### src/design/hpa_pkg.sv
// ============================================================================
// hpa_pkg: shared types, constants and helpers for the hexagon lookup
// Fixed widths of the pixel-to-hexagon datapath, the numerator item that
// travels through the queue, and the rounding and clamping helpers.
// ============================================================================
`default_nettype none

package hpa_pkg;

    localparam int COORD_FRAC_BITS_DEF = 12;
    localparam int QUEUE_DEPTH_DEF     = 4;

    localparam int IN_W    = 32;
    localparam int OUT_W   = 22;
    localparam int RECIP_W = 32;
    localparam int SQ_W    = 18;

    localparam logic [RECIP_W-1:0]     RECIP_RESET = 32'd14316558;
    localparam logic signed [SQ_W-1:0] SQRT3_Q16   = 18'sd113512;

    // Numerators carry the input fraction plus 16 bits.
    localparam int NUM_W  = IN_W + SQ_W;
    localparam int LO_W   = 32;
    localparam int HI_W   = NUM_W - LO_W;
    localparam int PROD_W = NUM_W + RECIP_W + 1;

    // Fractional q, r and s at 16 fraction bits.
    localparam int FV_W  = 53;
    localparam int RND_W = FV_W - 15;
    localparam int ERR_W = 16;

    localparam int OUT_MAX = 2 ** (OUT_W - 1) - 1;
    localparam int OUT_MIN = -(2 ** (OUT_W - 1));

    localparam logic signed [RND_W:0] SAT_HI = (RND_W + 1)'(OUT_MAX);
    localparam logic signed [RND_W:0] SAT_LO = (RND_W + 1)'(OUT_MIN);

    typedef struct packed {
        logic signed [NUM_W-1:0] num_q;
        logic signed [NUM_W-1:0] num_r;
    } numer_t;

    // Round half up: floor((v + 2^15) / 2^16).
    function automatic logic signed [RND_W-1:0] round_q16(input logic signed [FV_W-1:0] v);
        logic signed [FV_W:0] sum;
        begin
            sum = (FV_W + 1)'(v) + (FV_W + 1)'(32768);
            return RND_W'(sum >>> 16);
        end
    endfunction

    // Magnitude of the rounding error, which depends only on the fraction bits.
    function automatic logic [ERR_W-1:0] round_err(input logic [15:0] frac);
        logic [15:0] t;
        begin
            t = frac ^ 16'h8000;
            if (t <= 16'h8000) begin
                return ERR_W'(16'h8000 - t);
            end else begin
                return ERR_W'(t - 16'h8000);
            end
        end
    endfunction

    function automatic logic signed [OUT_W-1:0] sat_out(input logic signed [RND_W:0] v);
        begin
            if (v > SAT_HI) begin
                return SAT_HI[OUT_W-1:0];
            end else if (v < SAT_LO) begin
                return SAT_LO[OUT_W-1:0];
            end else begin
                return v[OUT_W-1:0];
            end
        end
    endfunction

endpackage

`default_nettype wire

### src/design/hpa_queue.sv
// ============================================================================
// hpa_queue: item queue between front and back
// A small circular buffer that lets the input side and the arithmetic
// pipeline stall independently.
// ============================================================================
`default_nettype none

module hpa_queue
    import hpa_pkg::*;
#(
    parameter int QUEUE_DEPTH = QUEUE_DEPTH_DEF
) (
    input  wire logic   aclk,
    input  wire logic   aresetn,
    input  wire logic   push_valid,
    output logic        push_ready,
    input  wire numer_t push_data,
    output logic        pop_valid,
    input  wire logic   pop_ready,
    output numer_t      pop_data
);

    localparam int IDX_W = $clog2(QUEUE_DEPTH);
    localparam int CNT_W = $clog2(QUEUE_DEPTH + 1);

    numer_t            entry_reg [QUEUE_DEPTH];
    logic [IDX_W-1:0]  wr_ptr_reg;
    logic [IDX_W-1:0]  rd_ptr_reg;
    logic [CNT_W-1:0]  count_reg;
    logic [IDX_W-1:0]  wr_ptr_next;
    logic [IDX_W-1:0]  rd_ptr_next;
    logic              push;
    logic              pop;

    assign push_ready = count_reg != CNT_W'(QUEUE_DEPTH);
    assign pop_valid  = count_reg != '0;
    assign pop_data   = entry_reg[rd_ptr_reg];
    assign push       = push_valid && push_ready;
    assign pop        = pop_valid && pop_ready;

    assign wr_ptr_next = (wr_ptr_reg == IDX_W'(QUEUE_DEPTH - 1)) ? '0 : wr_ptr_reg + 1'b1;
    assign rd_ptr_next = (rd_ptr_reg == IDX_W'(QUEUE_DEPTH - 1)) ? '0 : rd_ptr_reg + 1'b1;

    always_ff @(posedge aclk) begin
        if (!aresetn) begin
            wr_ptr_reg <= '0;
            rd_ptr_reg <= '0;
            count_reg  <= '0;
        end else begin
            if (push) begin
                wr_ptr_reg <= wr_ptr_next;
            end
            if (pop) begin
                rd_ptr_reg <= rd_ptr_next;
            end
            if (push && !pop) begin
                count_reg <= count_reg + 1'b1;
            end else if (pop && !push) begin
                count_reg <= count_reg - 1'b1;
            end
        end
    end

    always_ff @(posedge aclk) begin
        if (push) begin
            entry_reg[wr_ptr_reg] <= push_data;
        end
    end

    a_count_bound: assert property (@(posedge aclk) disable iff (!aresetn)
        count_reg <= CNT_W'(QUEUE_DEPTH))
        else $error("queue fill count above depth");

    a_count_up: assert property (@(posedge aclk) disable iff (!aresetn)
        (push && !pop) |=> count_reg == $past(count_reg) + 1'b1)
        else $error("queue fill count missed a push");

    a_count_down: assert property (@(posedge aclk) disable iff (!aresetn)
        (pop && !push) |=> count_reg == $past(count_reg) - 1'b1)
        else $error("queue fill count missed a pop");

endmodule

`default_nettype wire

### config.mk
export PLATFORM = sky130hd
export DESIGN_NAME = hpa_queue
export DESIGN_NICKNAME = d
export VERILOG_FILES = /design/src/design/hpa_pkg.sv /design/src/design/hpa_queue.sv
export SDC_FILE = /design/constraint.sdc
export NUM_CORES = 1
export LEC_CHECK = 0
export BUFFER_PORTS_ARGS = -buffer_cell sky130_fd_sc_hd__buf_2
export CAP_MARGIN = 20
export CORE_MARGIN = 3
export CORE_UTILIZATION = 35
export CTS_CLUSTER_DIAMETER = 30
export DETAILED_ROUTE_END_ITERATION = 16
export GPL_TIMING_DRIVEN = 0
export PLACE_DENSITY_LB_ADDON = 0.12
export REMOVE_ABC_BUFFERS = 1
export SLEW_MARGIN = 20
export SYNTH_ARGS = -nofsm -noshare
export SYNTH_HDL_FRONTEND = slang
export SYNTH_SLANG_ARGS = --single-unit
### constraint.sdc
create_clock -name aclk -period 2.4 [get_ports aclk]
set_input_delay 0.72 -clock aclk [delete_from_list [all_inputs] [get_ports aclk]]
set_output_delay 0.72 -clock aclk [all_outputs]
set_load 0.01 [all_outputs]
==> qor.yml <==
yosys:
  avgSynthCellArea_um2: 26.0
  async_flop_share_pct: 0
  synth_warnings: 0
  synth-edff-count: 400
  synth_seq_area_share_pct: 81.9
  ys_types: 27
  syn_area_um2: 14900
  synthFlopType: "edfxtp_1"
  ys_seq_elements: 409
  syn_inst: 573
drt:
  drt_iter0_drc: 356
  routed_wl_mm: 31.3
  drcViolationCount: 0
  routed_via_density: 4.79
  vias: 7096
  dr.pass1.iters: 4
  ant_nets: 0
  routedWlPerCell_um: 21.1
timing:
  fin_worst_hold_slack_ns: 0.357
  fin_tns_setup_ns: -29.05
  grt_setup_unrepaired: "yes"
  tightestPinTransition_ns: 0.409
  finalCriticalPeriod_ns: 2.74
  clock_skew_ns: 0.0242
  hold_viol: 0
  setup_violations: 100
  fin_ws_ns: -0.340
  relSlewSlack_pct: 72.7
  slew_violations: 0
  max_freq_ghz: 0.365
  finalCritPeriodShare_pct: 114
clock_network:
  insertion_delay_ns: 0.57
  numCtsBuffers: 84
  clock_tree.buffer_depth: 3
  tritoncts: "built"
  ctsRootBufferMaster: "clkbuf_16"
  cts_hold_buffers: 0
  htree_levels: 3
  clkTransAtPathRegs_ns: 0.05
  cts.sinks: 409
critical_path:
  worst-setup-path-type: "reg -> out"
  ff2ff_path_depth: 8
  worstPathArrival_ns: 2.02
  worstPathBufferInverterCount: 4
  cp_common_cell: "buf_6"
  crit_path_start_kind: "register"
  cp_slowest_stage_delay_ns: 0.50
  worstPathMaxFanout: 6
  critPathRequiredTime_ns: 1.68
  worstPathCellList: "buf_6, buf_12, clkbuf_16, mux4_2, buf_6"
  slowest_stage: "mux4_2"
  critPathCaptureType: "primary output"
  crit_family: "buffers and inverters"
  crit_cells: 5
status:
  status: "finished with violations"
  violations: "setup timing"
place:
  hpwlAfterDp_mm: 17.7
  place_ws_ns: -0.180
  place_congestion: 0.656
  portBuffers: 205
  dp_cells: 1300
hold_path:
  hold_path.class: "in -> reg"
  hold_path_depth: 1
floorplan:
  initial_core_util_pct: 35.9
  rows: 74
  core_area_um2: 41400
  die_h_um: 212
  pin_count: 206
  die-area_um2: 45000
  die_x_um: 212
power:
  combPwrFrac_pct: 21.2
  p_int_mw: 19.8
  powerDensity_nw_per_um2: 1260
  pwr-share-seq_pct: 34.2
  netSwitchingPower_mw: 6.22
  max-vdd-ir-drop_v: 0.000924
  clkPwrFrac_pct: 44.6
  swShare_pct: 23.9
  p_leak_nw: 7.14
global_routing:
  grt_pass1_wl_mm: 47.3
  grt_antenna_before_repair: 1
  grt-ovfl-total: 0
  grt_use_total_pct: 14.1
  grt_max_degree: 46
  grt_pass1_vias: 8023
layout:
  instances_no_fill: 1481
  layout-drive-gt1-share_pct: 52.3
  nNetsFinal: 992
  syn_to_final_growth_pct: 39.1
  largest_reg_flops: 400
  fin_util_pct: 50.0
job:
  cap_violations: 0
[per-stage QoR]
step                total power, mW  instance area, µm²
CTS                            26.0               20400
finish                         26.0               20700
detailed placement             13.2               16800
global placement               12.5               16400
global route                   27.1               20700
floorplan                      11.4               14700
[power groups by stage]
| stage | clock (mW) | sequential [mW] | combinational [mW] |
|---|---|---|---|
| 3_3_place_gp | 0 | 9.36 | 3.16 |
| 5_1_grt | 12.2 | 8.94 | 5.90 |
| 3_5_place_dp | 0 | 9.06 | 4.15 |
| 4_1_cts | 11.8 | 8.88 | 5.29 |
| 2_1_floorplan | 0 | 9.26 | 2.18 |
| 6_report | 11.6 | 8.88 | 5.51 |
[metal layers]
metal  wire length [µm]  share of wire, %  track usage (%)  vias to the layer above
met5                 13             0.042                0                        -
met4                875               2.8             6.07                        2
met3               2120               6.8             4.54                       69
met2              16000                51             23.4                      211
met1              12300                39             17.0                     3687
li1                   -                 -                -                     3127
[cell families after synthesis]
family | after synthesis | share of synthesized area, %
DFF | 409 | 81.9
muxes | 102 | 15.3
buffers and inverters | 27 | 1.00
and+or+nand+nor | 20 | 0.791
adders and majority gates | 7 | 0.639
AOI/OAI and AO/OA | 6 | 0.235
xor gates and xnor gates | 2 | 0.118
[layout make-up]
type,count,area (µm²)
Inverter,3,11.3
Sequential cell,409,12200
Multi-Input combinational cell,137,2570
Clock buffer,93,2180
Timing Repair Buffer,246,2350
Tap cell,532,666
Fill cell,3270,20700
Antenna cell,1,2.50
Clock inverter,60,717
[final timing paths]
path	startpoint	end	slack, ns
worst min-delay path	push_data[64]	entry_reg[3][64]	0.36
worst max register to register	count_reg[1]	count_reg[2]	0.15
worst max-delay path	register	pop_data[13]	-0.34
worst min register to register	wr_ptr_reg[0]	wr_ptr_reg[0]	0.51
[cells in the mapped netlist, drive strengths merged, types with 2 or more instances]
| cell type | count | area (µm²) |
|---|---|---|
| o21ai | 4 | 20.0 |
| ha | 6 | 75.1 |
| dfxtp | 9 | 180 |
| nor2 | 2 | 7.51 |
| edfxtp | 400 | 12000 |
| mux4 | 100 | 2250 |
| and2 | 2 | 15.0 |
| clkbuf | 11 | 41.3 |
| nand3 | 2 | 10.0 |
| and3 | 4 | 30.0 |
| nand2 | 5 | 18.8 |
| inv | 3 | 11.3 |
| or3 | 2 | 15.0 |
| buf | 13 | 96.3 |
| mux2i | 2 | 20.0 |
[cell usage in the layout, fill, tap and decap left out, drive strengths merged]
master	n
a21boi	1
and2	2
and3	4
buf	242
bufbuf	1
bufinv	14
clkbuf	96
clkinv	31
clkinvlp	13
dfxtp	9
diode	1
edfxtp	400
fa	1
ha	6
inv	5
mux2i	2
mux4	100
nand2	5
nand3	2
nand4	1
nor2	2
nor2b	1
o21ai	4
o31ai	1
or3	2
or3b	1
xnor2	1
xor2	1
[timing repair]
action                     CTS  global route
cloned                       9             3
pin swaps                    0             0
resized for setup           78            48
setup buffers               16             1
setup endpoints to repair  102           101
Power figures use the tool's default switching activity.
