$ cat src/design/hpa_pkg.sv
// ============================================================================
// hpa_pkg: shared types, constants and helpers for the hexagon lookup
// Fixed widths of the pixel-to-hexagon datapath, the numerator item that
// travels through the queue, and the rounding and clamping helpers.
// ============================================================================
`default_nettype none

package hpa_pkg;

    localparam int COORD_FRAC_BITS_DEF = 12;
    localparam int QUEUE_DEPTH_DEF     = 4;

    localparam int IN_W    = 32;
    localparam int OUT_W   = 22;
    localparam int RECIP_W = 32;
    localparam int SQ_W    = 18;

    localparam logic [RECIP_W-1:0]     RECIP_RESET = 32'd14316558;
    localparam logic signed [SQ_W-1:0] SQRT3_Q16   = 18'sd113512;

    // Numerators carry the input fraction plus 16 bits.
    localparam int NUM_W  = IN_W + SQ_W;
    localparam int LO_W   = 32;
    localparam int HI_W   = NUM_W - LO_W;
    localparam int PROD_W = NUM_W + RECIP_W + 1;

    // Fractional q, r and s at 16 fraction bits.
    localparam int FV_W  = 53;
    localparam int RND_W = FV_W - 15;
    localparam int ERR_W = 16;

    localparam int OUT_MAX = 2 ** (OUT_W - 1) - 1;
    localparam int OUT_MIN = -(2 ** (OUT_W - 1));

    localparam logic signed [RND_W:0] SAT_HI = (RND_W + 1)'(OUT_MAX);
    localparam logic signed [RND_W:0] SAT_LO = (RND_W + 1)'(OUT_MIN);

    typedef struct packed {
        logic signed [NUM_W-1:0] num_q;
        logic signed [NUM_W-1:0] num_r;
    } numer_t;

    // Round half up: floor((v + 2^15) / 2^16).
    function automatic logic signed [RND_W-1:0] round_q16(input logic signed [FV_W-1:0] v);
        logic signed [FV_W:0] sum;
        begin
            sum = (FV_W + 1)'(v) + (FV_W + 1)'(32768);
            return RND_W'(sum >>> 16);
        end
    endfunction

    // Magnitude of the rounding error, which depends only on the fraction bits.
    function automatic logic [ERR_W-1:0] round_err(input logic [15:0] frac);
        logic [15:0] t;
        begin
            t = frac ^ 16'h8000;
            if (t <= 16'h8000) begin
                return ERR_W'(16'h8000 - t);
            end else begin
                return ERR_W'(t - 16'h8000);
            end
        end
    endfunction

    function automatic logic signed [OUT_W-1:0] sat_out(input logic signed [RND_W:0] v);
        begin
            if (v > SAT_HI) begin
                return SAT_HI[OUT_W-1:0];
            end else if (v < SAT_LO) begin
                return SAT_LO[OUT_W-1:0];
            end else begin
                return v[OUT_W-1:0];
            end
        end
    endfunction

endpackage

`default_nettype wire

$ cat src/design/hpa_front.sv
// ============================================================================
// hpa_front: input stage of the hexagon lookup
// Accepts points, swaps the axes and forms the q and r numerators, then
// hands each item to the queue.
// ============================================================================
`default_nettype none

module hpa_front
    import hpa_pkg::*;
(
    input  wire logic                    aclk,
    input  wire logic                    aresetn,
    input  wire logic                    s_valid,
    output logic                         s_ready,
    input  wire logic signed [IN_W-1:0]  s_world_x,
    input  wire logic signed [IN_W-1:0]  s_world_y,
    output logic                         push_valid,
    input  wire logic                    push_ready,
    output numer_t                       push_data
);

    logic   f_valid_reg;
    numer_t numer_reg;
    numer_t numer_next;
    logic   accept;

    logic signed [NUM_W-1:0] cx_mul;

    // Cartesian x is world_y and cartesian y is world_x.
    always_comb begin
        cx_mul           = s_world_y * SQRT3_Q16;
        numer_next.num_q = cx_mul - (NUM_W'(s_world_x) <<< 16);
        numer_next.num_r = NUM_W'(s_world_x) <<< 17;
    end

    assign s_ready    = !f_valid_reg || push_ready;
    assign accept     = s_valid && s_ready;
    assign push_valid = f_valid_reg;
    assign push_data  = numer_reg;

    always_ff @(posedge aclk) begin
        if (!aresetn) begin
            f_valid_reg <= 1'b0;
        end else if (accept) begin
            f_valid_reg <= 1'b1;
        end else if (push_ready) begin
            f_valid_reg <= 1'b0;
        end
    end

    always_ff @(posedge aclk) begin
        if (accept) begin
            numer_reg <= numer_next;
        end
    end

endmodule

`default_nettype wire

$ cat config.mk
export PLATFORM = sky130hd
export DESIGN_NAME = hpa_front
export DESIGN_NICKNAME = d
export VERILOG_FILES = /design/src/design/hpa_pkg.sv /design/src/design/hpa_front.sv
export SDC_FILE = /design/constraint.sdc
export NUM_CORES = 1
export LEC_CHECK = 0
export BUFFER_PORTS_ARGS = -buffer_cell sky130_fd_sc_hd__buf_2
export CORE_MARGIN = 2
export CORE_UTILIZATION = 39
export CTS_BUF_LIST = sky130_fd_sc_hd__clkbuf_4 sky130_fd_sc_hd__clkbuf_8
export CTS_CLUSTER_DIAMETER = 50
export DETAILED_ROUTE_END_ITERATION = 7
export PLACE_DENSITY = 0.65
export RECOVER_POWER = 25
export SYNTH_ARGS = -nofsm -noshare
export SYNTH_HDL_FRONTEND = slang
export SYNTH_SLANG_ARGS = --single-unit
$ cat constraint.sdc
create_clock -name aclk -period 23.3 [get_ports aclk]
set_input_delay 2.33 -clock aclk [delete_from_list [all_inputs] [get_ports aclk]]
set_output_delay 2.33 -clock aclk [all_outputs]
set_load 0.01 [all_outputs]
==> parameters.txt, run 1 <==
Parameter                              Value

Layout
  Non-Filler Cell Area, Final ... 15,900 µm²
  Antenna cells ... 0
  Layout Area Growth over Synthesis ... 9.13%
  Commonest non-fill, non-tap cell in the layout ... inv_1
  Fraction of layout cells with a size suffix above 1 ... 8.23%
  Commonest non-fill, non-tap cells in the layout ... inv_1 (447), fa_1 (244), ha_1 (189)
  Nets ... 2,112

Setup path
  Startpoint type of the worst setup path ... input port
  Internal reg-to-reg setup slack ... 21.60 ns
  Startpoint of the lowest-slack register-to-register path ... push_valid$_SDFFE_PN0P_
  Critical path peak fanout ... 7
  Signal arrival time at the worst endpoint ... 10.02 ns
  Crit path from ... s_world_y[1]
  Worst setup path class ... input port to flop
  Critical path required time ... 23.45 ns
  Critical path capture point type ... flop

Timing
  Final count of negative-setup-slack endpoints ... 0
  Skew final ... 0.0182 ns
  Final TNS setup ... 0 ns
  Final period demand of the worst path ... 9.87 ns
  Peak clock frequency supported by timing ... 101 MHz
  Period utilization ... 42.4%
  Pin slew with the least headroom to its limit ... 1.08 ns
  Total count of max-transition violations in the final report ... 0
  Count of final hold-check violations ... 0
  Unrepaired setup endpoints after global routing ... no
  Worst slew margin ... 28.2%

Yosys
  XOR/XNOR Fraction of Synth Area ... 4.81%
  Cell variety after synth ... 67
  Total standard cell area after synthesis ... 14,600 µm²
  Synth Area in Compound Gates ... 10.5%
  Number of enable-type register cells in the synthesized netlist ... 79
  Share of synthesized area occupied by flip-flops and latches ... 16.4%
  Synth Register Bits ... 80
  Share of cell area taken by muxes after synthesis ... 0.137%
  Most used flip-flop cell after synthesis ... edfxtp_1
  Ys async rst share ... 0%
  Dominant combinational cell family by area after synthesis ... adder cells
  Gate count after technology mapping ... 1,467
  Synth Area in Simple Gates ... 5.39%
  Fraction of the mapped netlist area in adder cells ... 49.7%
  Mean area per synthesized cell ... 9.94 µm²
  Warnings from Yosys ... 0

Outcome
  Run status ... complete, no violations

Floorplanning
  Initial Utilization ... 39.7%
  Number of ports placed on the die boundary ... 170
  Vertical extent of the die ... 197 µm
  Die Area ... 38,900 µm²
  Horiz. Die Dim ... 197 µm
  Placeable core region ... 36,700 µm²
  Number of cell rows ... 70

CTS
  Post-cts gate resize count ... 0
  Hold buffer count at cts ... 0
  Clock tree from TritonCTS ... built
  Number of buffers added for setup after CTS ... 0
  Number of buffers added by the clock tree synthesis step ... 9
  Buffer depth of the longest clock path ... 2
  Clk pin slew, worst setup/hold paths ... 0.11 ns
  Insertion delay to the later sink of the worst-skew pair ... 0.39 ns
  Maximum level of the CTS H-tree ... 3
  Cell at the root of the clock tree ... clkbuf_8
  Sink Count ... 80

GRT
  Initial antenna violation count ... 0
  Global-route wire length before repair ... 54,100 µm
  Global Route Usage Sum ... 17.7%
  Vias in the first global route ... 10,800
  Maximum number of pins on one net before global-route repair ... 80
  Total grt overflow ... 0

Route
  Vias/cell ... 4.79
  ANT nets after route ... 0
  Total wire length after detailed routing ... 32,500 µm
  Pre-antenna DRT Iters ... 4
  Via count ... 9,988
  Detailed-route wire length per cell ... 15.6 µm
  Final routed DRC violation total ... 0
  Count of routing violations after the opening detailed-route iteration ... 446

Placed design
  Placed Instance Area ... 15,800 µm²
  I/O Buffers ... 149
  Routability congestion estimate ... 0.904
  Hpwl dp ... 29,100 µm

Hold path
  Worst Hold Launch ... push_valid$_SDFFE_PN0P_
  Class of the tightest hold or removal check ... flop to flop

Run
  Max-cap violation count ... 0
[through the flow]
step	setup slack [ns]	instances	utilization (%)	hold WS (ns)
2_1_floorplan	13.84	1486	-	0.610
3_3_place_gp	13.14	2068	43.0	0.509
3_5_place_dp	13.04	2068	43.0	0.537
4_1_cts	13.45	2084	43.5	0.549
5_1_grt	12.98	2084	43.3	0.585
6_report	13.43	2084	43.3	0.543
[cells by family after synthesis]
| logic type | after synthesis |
|---|---|
| buffers and inverters | 482 |
| adders and majority gates | 433 |
| AOI/OAI and AO/OA | 233 |
| and+or+nand+nor | 156 |
| xor gates and xnor gates | 80 |
| DFF | 80 |
| muxes | 2 |
| other | 1 |
[synthesized netlist by cell type (3+ instances only)]
master    instances  share of area [%]
edfxtp_1         79                 16
nor3b_1           3               0.15
xnor2_1          54                3.2
o21a_1            5               0.26
and2_1            5               0.21
a31oi_1           7               0.30
inv_1           447                 12
nand3b_1          3               0.15
nor4_1            3               0.13
a21oi_2           4               0.24
nand4_1          10               0.43
nor2_1           38               0.98
nor3_1            9               0.31
o221ai_1          4               0.24
clkbuf_1         12               0.31
a21oi_1          70                2.4
a21boi_0          4               0.21
a21o_1           31                1.6
nand3_1          11               0.38
nand2_1          41                1.1
o21bai_1         18               0.93
o21ai_1           6               0.21
o21ai_0          41                1.4
nor2b_1           6               0.26
ha_1            189                 16
o211ai_1          3               0.15
a211oi_1         10               0.52
fa_1            244                 34
and3_1            6               0.26
nand2b_1         10               0.43
o31ai_1           3               0.15
buf_4            21                1.1
xor2_1           26                1.6
[routing by layer]
metal  wire [µm]  share of wire, %  global-route usage (%)
met5           0                 0                       0
met4         588               1.8                    4.54
met1       14500                45                    22.5
met2       16500                51                    32.0
met3         951               2.9                    1.88
[worst paths after layout]
check                                          endpoint  cells past startpoint
worst min register to register  push_valid$_SDFFE_PN0P_                      2
worst max-delay path            push_data[97]$_DFFE_PP_                     27
worst max register to register  push_data[90]$_DFFE_PP_                      2
worst min-delay path            push_valid$_SDFFE_PN0P_                      2
[area by class of cell]
cell class,instances,area [µm²]
Sequential cell,80,2390
Timing Repair Buffer,149,682
Multi-Input combinational cell,924,10400
Inverter,447,1680
Clock buffer,9,124
Tap cell,468,586
Fill cell,3544,20800
Clock inverter,7,78.8
[flip-flops by register name (all words and copies together), names as in the netlist]
name and count:
push_data 79, push_valid 1
[worst max-delay path, stage by stage]
cell and delay (ns):
clkbuf_1 0.26, ha_1 0.33, fa_1 0.50, fa_1 0.52, fa_1 0.53, fa_1 0.54
inv_1 0.05, fa_1 0.53, inv_1 0.04, ha_1 0.37, and3_1 0.22, o2111a_1 0.19
o31ai_1 0.13, a21o_1 0.24, a31oi_1 0.40, a21oi_2 0.15, o21ai_1 0.32, xor2_1 0.11
ha_1 0.39, and4_4 0.25, and3_4 0.18, a221oi_2 0.19, o21ai_1 0.10, or3b_1 0.39
o221ai_2 0.20, o21ai_1 0.15, a311o_1 0.37
Power of run 1 is left out: the tool's default activity adds up to more than one toggle a clock period on the data nets, which glitch-free logic cannot reach.
==> inputs of run 2 (changes only) <==
Clock period 23.3 ns to 10.2 ns, I/O delays scaled along.
==> run 2 against run 1 <==
Effect of this change: via count fell by 0.12%; critical path depth did not move; register-to-register slack got worse by 13 ns; global-route usage fell by 0.067 points; flip-flop and latch count stayed put; die area unchanged; setup slack lost 12 ns.
==> parameters.txt, run 2 (same netlist as run 1, synthesis figures left out) <==
Parameter                              Value

Setup path
  Startpoint type of the worst setup path ... input port (unchanged)
  Critical path peak fanout ... 7 (unchanged)
  Internal reg-to-reg setup slack ... 8.51 ns (was 21.60 ns)
  Signal arrival time at the worst endpoint ... 8.75 ns (was 10.02 ns)
  Critical R2R Capture ... push_data[85]$_DFFE_PP_ (was push_data[90]$_DFFE_PP_)
  Startpoint of the lowest-slack register-to-register path ... push_valid$_SDFFE_PN0P_ (unchanged)
  Critical path capture point type ... flop (unchanged)
  Worst setup path class ... input port to flop (unchanged)
  Critical path required time ... 10.36 ns (was 23.45 ns)
  Crit path from ... s_world_y[1] (unchanged)
  Worst reg-to-reg path cell count ... 2 (unchanged)

Floorplanning
  Horiz. Die Dim ... 197 µm (unchanged)
  Number of ports placed on the die boundary ... 170 (unchanged)
  Vertical extent of the die ... 197 µm (unchanged)
  Initial Utilization ... 39.7% (unchanged)
  Number of cell rows ... 70 (unchanged)
  Die Area ... 38,900 µm² (unchanged)
  Placeable core region ... 36,700 µm² (unchanged)

GRT
  Global Route Usage Sum ... 17.6% (was 17.7%)
  Maximum number of pins on one net before global-route repair ... 80 (unchanged)
  Total grt overflow ... 0 (unchanged)
  Initial antenna violation count ... 0 (unchanged)
  Vias in the first global route ... 10,900 (was 10,800)
  Global-route wire length before repair ... 53,700 µm (was 54,100 µm)

Route
  Total wire length after detailed routing ... 32,400 µm (was 32,500 µm)
  Final routed DRC violation total ... 0 (unchanged)
  Count of routing violations after the opening detailed-route iteration ... 440 (was 446)
  Detailed-route wire length per cell ... 15.6 µm (about the same)
  Via count ... 9,976 (was 9,988)
  Vias/cell ... 4.79 (about the same)
  Pre-antenna DRT Iters ... 7 (was 4)
  ANT nets after route ... 0 (unchanged)

Layout
  Sequential cell area in the final layout ... 2390 µm² (unchanged)
  Final-layout fill cell count ... 3,526 (was 3,544)
  Antenna cells ... 0 (unchanged)
  Layout Area Growth over Synthesis ... 9.04% (was 9.13%)
  Commonest non-fill, non-tap cells in the layout ... inv_1 (447), fa_1 (244), ha_1 (189) (unchanged)
  Nets ... 2,112 (unchanged)
  Area of combinational cells with multiple inputs ... 10,400 µm² (unchanged)
  Commonest non-fill, non-tap cell in the layout ... inv_1 (unchanged)
  Fraction of layout cells with a size suffix above 1 ... 8.79% (was 8.23%)
  Max reg flops ... 79 (unchanged)

CTS
  Buffer depth of the longest clock path ... 2 (unchanged)
  Hold buffer count at cts ... 0 (unchanged)
  Post-cts gate resize count ... 0 (unchanged)
  Number of buffers added by the clock tree synthesis step ... 9 (unchanged)
  Cell at the root of the clock tree ... clkbuf_8 (unchanged)
  Maximum level of the CTS H-tree ... 3 (unchanged)
  Clk pin slew, worst setup/hold paths ... 0.11 ns (about the same)
  Clock tree from TritonCTS ... built (unchanged)
  Number of buffers added for setup after CTS ... 0 (unchanged)
  Sink Count ... 80 (unchanged)
  Insertion delay to the later sink of the worst-skew pair ... 0.39 ns (about the same)

Timing
  Period utilization ... 84.2%
  Worst slew margin ... 29.4% (was 28.2%)
  Final count of negative-setup-slack endpoints ... 0 (unchanged)
  Skew final ... 0.0186 ns (was 0.0182 ns)
  Total count of max-transition violations in the final report ... 0 (unchanged)
  Unrepaired setup endpoints after global routing ... no (unchanged)
  Peak clock frequency supported by timing ... 116 MHz
  Min Hold Slack ... 0.538 ns (was 0.543 ns)
  Count of final hold-check violations ... 0 (unchanged)
  Pin slew with the least headroom to its limit ... 1.06 ns (was 1.08 ns)
  Final TNS setup ... 0 ns (unchanged)
  Final period demand of the worst path ... 8.59 ns

Outcome
  Run status ... complete, no violations (unchanged)

Hold path
  End of the worst hold path ... push_valid$_SDFFE_PN0P_ (unchanged)
  Worst Hold Launch ... push_valid$_SDFFE_PN0P_ (unchanged)
  Class of the tightest hold or removal check ... flop to flop (unchanged)
  Number of cells on the worst hold path ... 2 (unchanged)

Placed design
  Routability congestion estimate ... 0.903 (was 0.904)
  Hpwl dp ... 29,100 µm (about the same)
  I/O Buffers ... 149 (unchanged)

Run
  Max-cap violation count ... 0 (unchanged)
run 2: cell types whose count changed in the layout (fill, tap and decap cells not counted):
cell / before / now
buf_2: 98 / 106
clkbuf_1: 51 / 43
bufinv_16: 1 / 0
clkinv_1: 1 / 0
clkinv_2: 0 / 1
clkinvlp_4: 1 / 2
inv_6: 1 / 2
inv_8: 1 / 0
run 2: worst max-delay path by stage:
stage	end	slack, ns	cells past startpoint
2_1_floorplan	push_data[97]$_DFFE_PP_	2.05	29
3_3_place_gp	push_data[97]$_DFFE_PP_	1.35	29
3_5_place_dp	push_data[97]$_DFFE_PP_	1.25	29
4_1_cts	push_data[97]$_DFFE_PP_	1.68	29
5_1_grt	push_data[95]$_DFFE_PP_	1.22	28
6_report	push_data[97]$_DFFE_PP_	1.61	27
run 2: final cells by class:
cell class	count	area share, %
Clock inverter	7	0.346
Tap cell	468	3.68
Multi-Input combinational cell	924	65.2
Sequential cell	80	15.1
Clock buffer	9	0.779
Timing Repair Buffer	149	4.35
Inverter	447	10.6
run 2: routing by layer:
metal  global-route usage [%]  share of wire (%)  vias to the layer above
met2                     31.9                 51                      208
met5                        0                  0                        -
met1                     21.9                 44                     4859
li1                         -                  -                     4873
met3                     2.15                3.5                       36
met4                     5.24                2.1                        0
run 2: worst max-delay path: stages:
cell	delay (ns)
clkbuf_1	0.28
ha_1	0.34
fa_1	0.50
fa_1	0.52
fa_1	0.53
fa_1	0.54
inv_1	0.05
fa_1	0.53
inv_1	0.04
ha_1	0.37
and3_1	0.23
o2111a_1	0.19
o31ai_1	0.13
a21o_1	0.24
a31oi_1	0.42
a21oi_2	0.15
o21ai_1	0.30
xor2_1	0.17
ha_1	0.33
and4_4	0.25
and3_4	0.17
a221oi_2	0.20
o21ai_1	0.11
or3b_1	0.39
o221ai_2	0.21
o21ai_1	0.15
a311o_1	0.36
run 2: stage by stage:
stage	area [µm²]	worst slack (ns)	utilization, %	std cells
after CTS	15900	1.68	43.5	2084
after global placement	15800	1.35	43.0	2068
after floorplan	14600	2.05	-	1486
after detailed placement	15800	1.25	43.0	2068
after global routing	15900	1.22	43.3	2084
final	15900	1.61	43.3	2084
Power of run 2 is left out for the same reason.
==> inputs of run 3 (changes only) <==
Clock period 10.2 ns to 8.6 ns, I/O delays scaled along.
==> run 3 against run 2 <==
Effect of this change: via count grew 1.1%; highest routed layer unchanged; utilization grew 0.29 points; final cell count grew 0.67%; flip-flop and latch count is the same; routed wire length grew 0.39%; register-to-register slack lost 1.6 ns.
==> parameters.txt, run 3 (same netlist as run 1, synthesis figures left out) <==
Parameter                              Value

Floorplanning
  Vertical extent of the die ... 197 µm (unchanged)
  Die Area ... 38,900 µm² (unchanged)
  Number of ports placed on the die boundary ... 170 (unchanged)
  Horiz. Die Dim ... 197 µm (unchanged)
  Number of cell rows ... 70 (unchanged)
  Placeable core region ... 36,700 µm² (unchanged)
  Initial Utilization ... 39.7% (unchanged)

Timing
  Count of final hold-check violations ... 0 (unchanged)
  Skew final ... 0.0155 ns (was 0.0186 ns)
  Total count of max-transition violations in the final report ... 0 (unchanged)
  Final TNS setup ... 0 ns (unchanged)
  Final count of negative-setup-slack endpoints ... 0 (unchanged)
  Peak clock frequency supported by timing ... 123 MHz
  Unrepaired setup endpoints after global routing ... no (unchanged)
  Period utilization ... 94.3%
  Final period demand of the worst path ... 8.11 ns
  Worst slew margin ... 30.5% (was 29.4%)
  Pin slew with the least headroom to its limit ... 1.04 ns (was 1.06 ns)

Layout
  Final Non-Filler Cells ... 2,098 (was 2,084)
  Fraction of layout cells with a size suffix above 1 ... 9.63% (was 8.79%)
  Final-layout fill cell count ... 3,606 (was 3,526)
  Layout Area Growth over Synthesis ... 9.77% (was 9.04%)
  Commonest non-fill, non-tap cell in the layout ... inv_1 (unchanged)
  Antenna cells ... 0 (unchanged)
  Commonest non-fill, non-tap cells in the layout ... inv_1 (447), fa_1 (244), ha_1 (189) (unchanged)
  Nets ... 2,126 (was 2,112)
  Non-Filler Cell Area, Final ... 16,000 µm² (was 15,900 µm²)
  Max reg flops ... 79 (unchanged)

Placed design
  Placed Instance Area ... 15,900 µm² (was 15,800 µm²)
  Hpwl dp ... 29,400 µm (was 29,100 µm)
  Instance count after placement with tap cells included ... 2,082 (was 2,068)
  I/O Buffers ... 149 (unchanged)
  Routability congestion estimate ... 0.914 (was 0.903)

Setup path
  Worst setup path class ... input port to flop (unchanged)
  Critical path peak fanout ... 7 (unchanged)
  Crit path largest cell delay ... 0.54 ns (about the same)
  Slowest cell on crit path ... fa_1 (unchanged)
  Bufs and invs on worst path ... 6 (was 3)
  Startpoint type of the worst setup path ... input port (unchanged)
  Signal arrival time at the worst endpoint ... 8.25 ns (was 8.75 ns)
  Critical path required time ... 8.75 ns (was 10.36 ns)
  CP top delay family ... adder cells (unchanged)
  Internal reg-to-reg setup slack ... 6.93 ns (was 8.51 ns)
  Critical path capture point type ... flop (unchanged)

Route
  Total wire length after detailed routing ... 32,600 µm (was 32,400 µm)
  Final routed DRC violation total ... 0 (unchanged)
  Vias/cell ... 4.81 (was 4.79)
  Pre-antenna DRT Iters ... 5 (was 7)
  Detailed-route wire length per cell ... 15.5 µm (was 15.6 µm)
  Count of routing violations after the opening detailed-route iteration ... 366 (was 440)
  Via count ... 10,100 (was 9,976)
  ANT nets after route ... 0 (unchanged)

CTS
  Post-cts gate resize count ... 0 (unchanged)
  Cell at the root of the clock tree ... clkbuf_8 (unchanged)
  Insertion delay to the later sink of the worst-skew pair ... 0.39 ns (about the same)
  Sink Count ... 80 (unchanged)
  Number of buffers added for setup after CTS ... 0 (unchanged)
  Number of buffers added by the clock tree synthesis step ... 9 (unchanged)
  Clk pin slew, worst setup/hold paths ... 0.10 ns (was 0.11 ns)
  Hold buffer count at cts ... 0 (unchanged)
  Clock tree from TritonCTS ... built (unchanged)
  Buffer depth of the longest clock path ... 2 (unchanged)
  Maximum level of the CTS H-tree ... 3 (unchanged)

GRT
  Initial antenna violation count ... 0 (unchanged)
  Global Route Usage Sum ... 17.8% (was 17.6%)
  Vias in the first global route ... 11,000 (was 10,900)
  Maximum number of pins on one net before global-route repair ... 80 (unchanged)
  Global-route wire length before repair ... 54,500 µm (was 53,700 µm)
  Total grt overflow ... 0 (unchanged)

Hold path
  Class of the tightest hold or removal check ... flop to flop (unchanged)

Outcome
  Run status ... complete, no violations (unchanged)

Run
  Max-cap violation count ... 0 (unchanged)
run 3: worst paths after layout:
kind | start | endpoint | cells after the start
worst max-delay path | s_world_y[0] | push_data[97]$_DFFE_PP_ | 30
worst min-delay path | push_valid$_SDFFE_PN0P_ | push_valid$_SDFFE_PN0P_ | 2
worst max register to register | push_valid$_SDFFE_PN0P_ | push_data[99]$_DFFE_PP_ | 2
worst min register to register | push_valid$_SDFFE_PN0P_ | push_valid$_SDFFE_PN0P_ | 2
run 3: routing by layer:
layer,global-route usage [%],wire [µm],up-vias
met1,21.9,14100,4984
met5,0,0,-
met3,2.24,1010,39
li1,-,-,4897
met4,5.32,713,0
met2,32.5,16700,169
run 3: stage by stage:
step           setup WS (ns)  hold slack [ns]  utilization [%]
4_1_cts                0.496            0.543             43.7
3_3_place_gp           0.183            0.509             43.3
6_report               0.493            0.538             43.6
2_1_floorplan          0.610            0.610                -
3_5_place_dp          0.0621            0.530             43.3
5_1_grt               0.0135            0.600             43.6
run 3: layout make-up:
class | count | area (µm²) | share of cell area, %
Clock buffer | 9 | 124 | 0.774
Clock inverter | 7 | 53.8 | 0.336
Inverter | 447 | 1680 | 10.5
Multi-Input combinational cell | 924 | 10400 | 64.8
Sequential cell | 80 | 2390 | 15.0
Tap cell | 468 | 586 | 3.66
Timing Repair Buffer | 163 | 800 | 5.00
run 3: worst min-delay path, delay by kind of cell (launching register included):
| family | cells | cell delay, ns |
|---|---|---|
| and+or+nand+nor | 1 | 0.10 |
| AOI/OAI and AO/OA | 1 | 0.08 |
| DFF | 1 | 0.32 |
Power of run 3 is left out for the same reason.
